[config.mk]
export PLATFORM = sky130hd
export DESIGN_NAME = sync_checksum_frame_deframer_top
export DESIGN_NICKNAME = d
export VERILOG_FILES = /design/src/hdl/sccfd_pkg.sv /design/src/hdl/sync_checksum_frame_deframer_top.sv
export SDC_FILE = /design/constraint.sdc
export NUM_CORES = 1
export LEC_CHECK = 0
export ABC_CLOCK_PERIOD_IN_PS = 19200
export BUFFER_PORTS_ARGS = -buffer_cell sky130_fd_sc_hd__buf_4
export CAP_MARGIN = 30
export CELL_PAD_IN_SITES_DETAIL_PLACEMENT = 0
export CELL_PAD_IN_SITES_GLOBAL_PLACEMENT = 1
export CORE_AREA = 3 3 161 163
export CTS_BUF_LIST = sky130_fd_sc_hd__clkbuf_8
export DETAILED_ROUTE_END_ITERATION = 10
export DIE_AREA = 0 0 164 166
export GPL_ROUTABILITY_DRIVEN = 0
export GPL_TIMING_DRIVEN = 0
export HOLD_SLACK_MARGIN = 0.02
export PLACE_DENSITY = 0.51
export SLEW_MARGIN = 20
export SYNTH_ARGS = -nofsm -noshare
export SYNTH_HDL_FRONTEND = slang
export SYNTH_SLANG_ARGS = --single-unit
[constraint.sdc]
create_clock -name i_clk -period 19.2 [get_ports i_clk]
set_input_delay 2.88 -clock i_clk [delete_from_list [all_inputs] [get_ports i_clk]]
set_output_delay 2.88 -clock i_clk [all_outputs]
set_load 0.01 [all_outputs]
[src/hdl/sccfd_pkg.sv]
// Package for the two-byte-sync checksum frame deframer.
// Holds field widths, frame geometry, register reset values and register indexes.
// No dependencies.
package sccfd_pkg;

    localparam int BYTE_W  = 8;
    localparam int VALUE_W = 16;

    // Frame geometry: the second sync byte is frame byte one, the payload
    // follows, and the check byte sits at frame byte twelve.
    localparam int          PAYLOAD_LEN = 10;
    localparam int          COUNT_W     = 4;
    localparam int          IDX_W       = 4;
    localparam logic [3:0]  CHECK_POS   = 4'd12;
    localparam logic [3:0]  FIRST_PAY   = 4'd2;

    // Register reset values
    localparam logic [7:0] FIRST_SYNC_RST = 8'hAA;
    localparam logic [7:0] SECOND_SYNC_RST = 8'hBB;
    localparam logic [7:0] SEED_RST = 8'h65;

    // Configuration register indexes
    localparam int CFG_IDX_W = 2;
    typedef enum logic [CFG_IDX_W-1:0] {
        CFG_FIRST_SYNC  = 2'd0,
        CFG_SECOND_SYNC = 2'd1,
        CFG_SEED        = 2'd2
    } t_cfg_idx;

endpackage

[src/hdl/sync_checksum_frame_deframer_top.sv]
// Top level of the two-byte-sync checksum frame deframer.
// Depends on sccfd_pkg (widths, frame geometry, register indexes).
//
// Usage:
//   Input channel (i_in_valid / o_in_stall / i_rx_byte) takes one received
//   byte per transaction. The block hunts for the first sync byte, then waits
//   for the second sync byte (other bytes in that wait are ignored), then
//   collects ten payload bytes into a modulo-256 sum seeded from the seed
//   register. The next byte is the check byte: on a match one result
//   transaction carries five big-endian 16-bit values (raw tenths) on the
//   output channel (o_out_valid / i_out_stall / o_value_a..e); on a mismatch
//   the frame is dropped silently. Either way the block returns to hunting.
//   Result: registered, so it appears in the cycle after the check byte is accepted.
//   Throughput: one byte per cycle; every byte updates a few small registers
//   between the input handshake and the result register, so nothing limits
//   the rate but the output register when it is held.
//   Stall: while a result waits in the output register under i_out_stall,
//   o_in_stall is raised, since the next byte could complete another frame.
//   When the output register is empty or drains this cycle, bytes keep
//   flowing.
//   Reset (i_rst_n low, synchronous): registers go to 0xAA / 0xBB / 0x65,
//   the framer goes to hunting and the output register is emptied.
//   Configuration: write i_cfg_we / i_cfg_idx / i_cfg_data only while idle;
//   an index beyond the three registers is ignored.
module sync_checksum_frame_deframer_top (
    input  logic                                i_clk,
    input  logic                                i_rst_n,
    // configuration write port
    input  logic                                i_cfg_we,
    input  logic [sccfd_pkg::CFG_IDX_W-1:0]     i_cfg_idx,
    input  logic [sccfd_pkg::BYTE_W-1:0]        i_cfg_data,
    // input byte channel
    input  logic                                i_in_valid,
    output logic                                o_in_stall,
    input  logic [sccfd_pkg::BYTE_W-1:0]        i_rx_byte,
    // result channel
    output logic                                o_out_valid,
    input  logic                                i_out_stall,
    output logic [sccfd_pkg::VALUE_W-1:0]       o_value_a,
    output logic [sccfd_pkg::VALUE_W-1:0]       o_value_b,
    output logic [sccfd_pkg::VALUE_W-1:0]       o_value_c,
    output logic [sccfd_pkg::VALUE_W-1:0]       o_value_d,
    output logic [sccfd_pkg::VALUE_W-1:0]       o_value_e
);

    typedef enum logic [1:0] {
        PH_HUNT  = 2'd0,
        PH_HALF  = 2'd1,
        PH_FRAME = 2'd2
    } t_phase;

    // configuration registers
    logic [sccfd_pkg::BYTE_W-1:0] r_first_sync;
    logic [sccfd_pkg::BYTE_W-1:0] r_second_sync;
    logic [sccfd_pkg::BYTE_W-1:0] r_seed;

    // framer state
    t_phase                          r_phase, n_phase;
    logic [sccfd_pkg::COUNT_W-1:0]   r_count, n_count;
    logic [sccfd_pkg::BYTE_W-1:0]    r_sum, n_sum;
    logic [sccfd_pkg::BYTE_W-1:0]    r_store [sccfd_pkg::PAYLOAD_LEN];

    // result register
    logic                            r_out_valid;
    logic [sccfd_pkg::VALUE_W-1:0]   r_value [5];

    logic                            in_accept;
    logic                            emit;
    logic                            store_we;
    logic [sccfd_pkg::COUNT_W-1:0]   count_inc;
    logic [sccfd_pkg::IDX_W-1:0]     store_idx;

    // Hold input while a finished result is stuck in the output register.
    assign o_in_stall = r_out_valid & i_out_stall;
    assign in_accept  = i_in_valid & ~o_in_stall;

    assign count_inc = r_count + sccfd_pkg::COUNT_W'(1);
    assign store_idx = count_inc - sccfd_pkg::FIRST_PAY;

    always_comb begin
        n_phase  = r_phase;
        n_count  = r_count;
        n_sum    = r_sum;
        emit     = 1'b0;
        store_we = 1'b0;
        if (in_accept) begin
            unique case (r_phase)
                PH_FRAME: begin
                    if (count_inc == sccfd_pkg::CHECK_POS) begin
                        // check byte: compare, then return to hunting
                        emit    = (i_rx_byte == r_sum);
                        n_phase = PH_HUNT;
                        n_count = '0;
                    end else begin
                        n_count  = count_inc;
                        store_we = (count_inc >= sccfd_pkg::FIRST_PAY) &&
                                   (store_idx < sccfd_pkg::IDX_W'(sccfd_pkg::PAYLOAD_LEN));
                        n_sum    = r_sum + i_rx_byte;
                    end
                end
                PH_HALF: begin
                    // other bytes are ignored while waiting for the second sync
                    if (i_rx_byte == r_second_sync) begin
                        n_phase = PH_FRAME;
                        n_count = sccfd_pkg::COUNT_W'(1);
                        n_sum   = r_seed;
                    end
                end
                default: begin
                    n_phase = (i_rx_byte == r_first_sync) ? PH_HALF : PH_HUNT;
                end
            endcase
        end
    end

    always_ff @(posedge i_clk) begin
        if (!i_rst_n) begin
            r_first_sync  <= sccfd_pkg::FIRST_SYNC_RST;
            r_second_sync <= sccfd_pkg::SECOND_SYNC_RST;
            r_seed        <= sccfd_pkg::SEED_RST;
            r_phase       <= PH_HUNT;
            r_count       <= '0;
            r_sum         <= '0;
            r_out_valid   <= 1'b0;
        end else begin
            if (i_cfg_we) begin
                unique case (i_cfg_idx)
                    sccfd_pkg::CFG_FIRST_SYNC:  r_first_sync  <= i_cfg_data;
                    sccfd_pkg::CFG_SECOND_SYNC: r_second_sync <= i_cfg_data;
                    sccfd_pkg::CFG_SEED:        r_seed        <= i_cfg_data;
                    default: ;
                endcase
            end
            r_phase <= n_phase;
            r_count <= n_count;
            r_sum   <= n_sum;
            if (emit) begin
                r_out_valid <= 1'b1;
            end else if (!i_out_stall) begin
                r_out_valid <= 1'b0;
            end
        end
    end

    // Payload store and result values carry no reset.
    always_ff @(posedge i_clk) begin
        if (store_we) begin
            r_store[store_idx] <= i_rx_byte;
        end
        if (emit) begin
            for (int k = 0; k < 5; k++) begin
                r_value[k] <= {r_store[2*k], r_store[2*k+1]};
            end
        end
    end

    assign o_out_valid = r_out_valid;
    assign o_value_a   = r_value[0];
    assign o_value_b   = r_value[1];
    assign o_value_c   = r_value[2];
    assign o_value_d   = r_value[3];
    assign o_value_e   = r_value[4];

endmodule

== Word-level counts from Yosys, hierarchy flattened ==
Memories as Yosys holds them, arrays and structs flattened.
Cells that the tools add are included.

* Register bits: 39
* Bits in writable memories: 160
* Output and inout port bits: 82
* Word-level logic and storage cells: 60
* Memories kept: 2

{| class="wikitable"
|+ Memory list
! memory !! depth !! bits a word !! read ports !! clocked after Yosys merged registers in !! write ports !! RTL line !! RTL
|-
| r_store || 10 || 8 || 10 || 0 || 1 || sync_checksum_frame_deframer_top.sv:61 || <nowiki>logic [sccfd_pkg::BYTE_W-1:0] r_store [sccfd_pkg::PAYLOAD_LEN];</nowiki>
|-
| r_value || 5 || 16 || 5 || 0 || 5 || sync_checksum_frame_deframer_top.sv:65 || <nowiki>logic [sccfd_pkg::VALUE_W-1:0] r_value [5];</nowiki>
|}

* Add/subtract/negate cells: 3
* Magnitude comparators: 2
* Equality and inequality tests: 12
* Mux-type cells: 22
* Bitwise operators: 3
* Reduce and logical (&&, ||, !) cells: 9

{| class="wikitable"
|+ Operators with widths
! kind !! count
|-
| equality test 8 bit || 3
|-
| 2-to-1 mux 8 bit || 2
|-
| case mux 8 bit (2 select lines) || 1
|-
| 2-to-1 mux 1 bit || 13
|-
| adder 8 bit || 1
|-
| 2-to-1 mux 4 bit || 2
|-
| case mux 4 bit (2 select lines) || 1
|-
| != test 2 bit, second input constant || 3
|-
| AND reduction 2 bit || 3
|-
| AND reduction 3 bit || 2
|-
| adder 4 x 1 -> 4 bit, second input constant || 1
|-
| equality test 2 x 1 -> 1 bit, second input constant || 2
|-
| equality test 2 bit, second input constant || 2
|-
| equality test 4 bit, second input constant || 1
|-
| >= comparator 4 x 2 -> 1 bit, second input constant || 1
|-
| less-than comparator 4 bit, second input constant || 1
|-
| 2-to-1 mux 2 bit || 2
|-
| case mux 2 bit (2 select lines) || 1
|-
| AND reduction 4 bit || 1
|-
| subtractor 4 x 2 -> 4 bit, second input constant || 1
|-
| bitwise AND 1 bit || 2
|-
| zero test 2 bit || 1
|-
| != test 2 x 1 -> 1 bit, second input constant || 1
|-
| nonzero test 2 bit || 1
|-
| 2 further kinds || 2
|}

== Longest topological paths before layout ==
* Depth in word-level cells: 9
* Gate-level depth with buffers: 8

== Least setup slack after synthesis ==
OpenSTA, ideal clock, no wires.

* Path kind: input -> register
* Start point: in i_rx_byte[4] (netlist bit)
* End point: mem r_value[0][0] (netlist bit), enable pin
* Setup time: 0.718 ns
* Data arrival time: 11.269 ns
* Setup slack: 7.213 ns
* Cell stages on the path: 5
* Path buffers: 1
* Cell sequence: ha_1 -> clkbuf_1 -> nor4_1 -> nand3_1 -> nor4_1

{| class="wikitable"
|+ RTL lines
! element !! RTL line !! RTL
|-
| from (decl) || sync_checksum_frame_deframer_top.sv:35 || <nowiki>input logic [sccfd_pkg::BYTE_W-1:0] i_rx_byte,</nowiki>
|-
| to (decl) || sync_checksum_frame_deframer_top.sv:65 ||
|}

== Final worst setup path ==
* Start point: in i_out_stall
* End point: out o_in_stall

* Cells in the longest elaborated chain, start to end: 1

{| class="wikitable"
|+ RTL lines
! element !! RTL line !! RTL
|-
| from (decl) || sync_checksum_frame_deframer_top.sv:38 || <nowiki>input logic i_out_stall,</nowiki>
|-
| bitwise AND 1 bit || sync_checksum_frame_deframer_top.sv:74 || <nowiki>assign o_in_stall = r_out_valid & i_out_stall;</nowiki>
|-
| to (decl) || sync_checksum_frame_deframer_top.sv:34 || <nowiki>output logic o_in_stall,</nowiki>
|}

No other way between the ends.

==> results.json <==
{
  "rows": 57,
  "fin_crit_sh": 0.327,
  "num_io_pins": 105,
  "layout_commonest_cell": "edfxtp_1",
  "finClkSkew_ns": 0.0222,
  "worstHoldStart": "r_store[6][1]$_DFFE_PP_",
  "area_growth_pct": 23.5,
  "layout_common_cells": "edfxtp_1, buf_4, nand2_1",
  "hold_class": "reg2reg",
  "criticalPathCategory": "in2out",
  "async_reset_ff_frac": 0,
  "report.final.setup_viol": 0,
  "num_vias": 4095,
  "cts_made_buffers": 17,
  "cts_hold_buffers": 0,
  "cts_root_buf": "clkbuf_8",
  "synth_seq_cells": 199,
  "cts.sinks": 199,
  "die_y_um": 166,
  "fmax_mhz": 159,
  "post_cts_resized": 0,
  "rsz0062_at_grt": "false",
  "setup.worst_path.start_class": "input port",
  "dr.pass1.iters": 4,
  "core_mm2": 0.0245,
  "antenna_found_initial": 0,
  "fin_tns_setup_ns": 0,
  "portBuffers": 103,
  "dpl.hpwl_mm": 11.0,
  "power.density_mw_per_mm2": 85.9,
  "clkLatencyLatePin_ns": 0.46,
  "arrival_ns": 3.40,
  "endpoint_kind": "output pin",
  "finish.cell_count_without_fillers": 913,
  "layout.nets": 615,
  "syn_nets": 481,
  "grt_pass1_wl_mm": 24.1,
  "synth.cell_area_mm2": 0.00730,
  "n_antenna_cell": 0,
  "dr.first_iter.drc_count": 197,
  "grt_pass1_vias": 4078,
  "rr_startpoint": "r_count[1]$_SDFFE_PN0P_",
  "period_needed_ns": 6.28,
  "synth_ff_type": "edfxtp_1",
  "cp_max_fo": 3,
  "cts_tree": "built",
  "track_usage": 0.118,
  "clk_path_buf_depth": 2,
  "synth.avg_cell_area_um2": 16.5,
  "htreeDepth": 4,
  "postSynthCellCount": 442,
  "slew_headroom": 0.475,
  "slew_viol_final": 0,
  "leakagePower_nw": 3.26,
  "rrSetupSlack_ns": 15.50,
  "placed_cells": 881,
  "post-cts-setup-buffers": 0,
  "cap_viol_max_count": 0,
  "worstMarginPinSlew_ns": 0.784,
  "clkSlewWorstSetupHoldPaths_ns": 0.12,
  "required_ns": 16.32,
  "synth_edf_count": 160,
  "peakVddDrop_mv": 0.0354,
  "final_hold_viol_count": 0,
  "postLayoutCoreUtil": 0.369,
  "grt_max_degree": 23,
  "drc": 0,
  "yosys_warnings": 0,
  "startpoint": "i_out_stall",
  "yosys-top-cells-area": "edfxtp_1, dfxtp_1, mux2i_1, ha_1, nand2_1",
  "ys_seq_area_frac": 0.765,
  "initial_core_util": 0.299,
  "totalWireLength_mm": 16.0,
  "wl_per_cell_um": 17.5,
  "grt.overflow.total": 0,
  "postRouteAntennaNets": 0,
  "post_drt_via_cell_ratio": 4.49,
  "drive_gt1_frac": 0.278,
  "yosysUniqueCellTypes": 60,
  "dieWidth_um": 164,
  "synth_top_area_share": 0.658,
  "synth_top_area_cell": "edfxtp_1",
  "status": "completed",
  "dieArea_mm2": 0.0272,
  "total_power_mw": 0.775
}
## registers in the layout, summed over array words and instances (netlist names)
register / count
o_out_valid: 1
r_count: 4
r_first_sync: 8
r_phase: 2
r_second_sync: 8
r_seed: 8
r_store: 80
r_sum: 8
r_value: 80
## routing by layer
metal / share of wire / wire (um) / GRT usage / vias up
met3: 0.051 / 814 / 0.0309 / 15
met5: 0 / 0 / 0 / -
met1: 0.48 / 7600 / 0.162 / 2016
met4: 0.016 / 262 / 0.0368 / 0
li1: - / - / - / 1946
met2: 0.46 / 7280 / 0.185 / 118
## area by class of cell
class,count,area [um^2]
plain buffers,15,60.1
clock buffers,17,234
clock inverters,15,220
fillers,2313,15400
inverters,13,48.8
multi-input cells,215,1620
flip-flops and latches,199,5590
well taps,324,405
repair buffers,115,850
## Yosys cell counts, types with 2 or more instances
cell type	number
o211ai_1	3
o2111ai_1	2
nand2_1	40
nand3b_1	2
a31oi_1	2
xnor2_1	9
nand3_1	10
nor2b_1	2
nor2_1	12
a311oi_1	3
or2_2	2
nor4_1	4
clkbuf_1	11
dfxtp_1	39
and4b_1	4
and4_1	5
a21oi_1	14
mux2i_1	24
nand4_1	4
inv_1	12
a2111oi_0	2
xor2_1	14
a32o_1	2
o21ai_0	5
nor3_1	3
nor4_2	2
buf_2	2
edfxtp_1	160
ha_1	15
and2_1	2
o21a_1	2
## worst max-delay path: stages
cell and delay (ns):
buf_4 0.08, and2_1 0.26, buf_4 0.17
## where the power goes
part	internal, mW	switching [mW]
combinational	0.00884	0.0159
clock	0.115	0.170
sequential	0.463	0.00130
## metrics by stage
| step | hold WS (ns) | cell area, um^2 | setup slack (ns) |
|---|---|---|---|
| after floorplan | 0.400 | 7300 | 7.21 |
| after global placement | 0.401 | 8480 | 3.29 |
| after detailed placement | 0.405 | 8570 | 12.93 |
| after CTS | 0.413 | 9020 | 12.92 |
| after global routing | 0.425 | 9020 | 12.88 |
| final | 0.410 | 9020 | 12.92 |
## kinds of logic after synthesis
logic type,synth area share
buf+inv,0.0149
simple gates,0.0774
flops,0.765
fa+ha+maj,0.0284
xor+xnor,0.0276
compound gates,0.0541
mux,0.0329
## path summary, 6_finish.rpt
kind,endpoint,cells after the start
max reg2reg,r_value[0][76]$_DFFE_PP_,12
min reg2reg,r_value[0][57]$_DFFE_PP_,0
min,r_value[0][57]$_DFFE_PP_,0
max,o_in_stall,3
No activity file was read; power rests on OpenSTA's default activity.
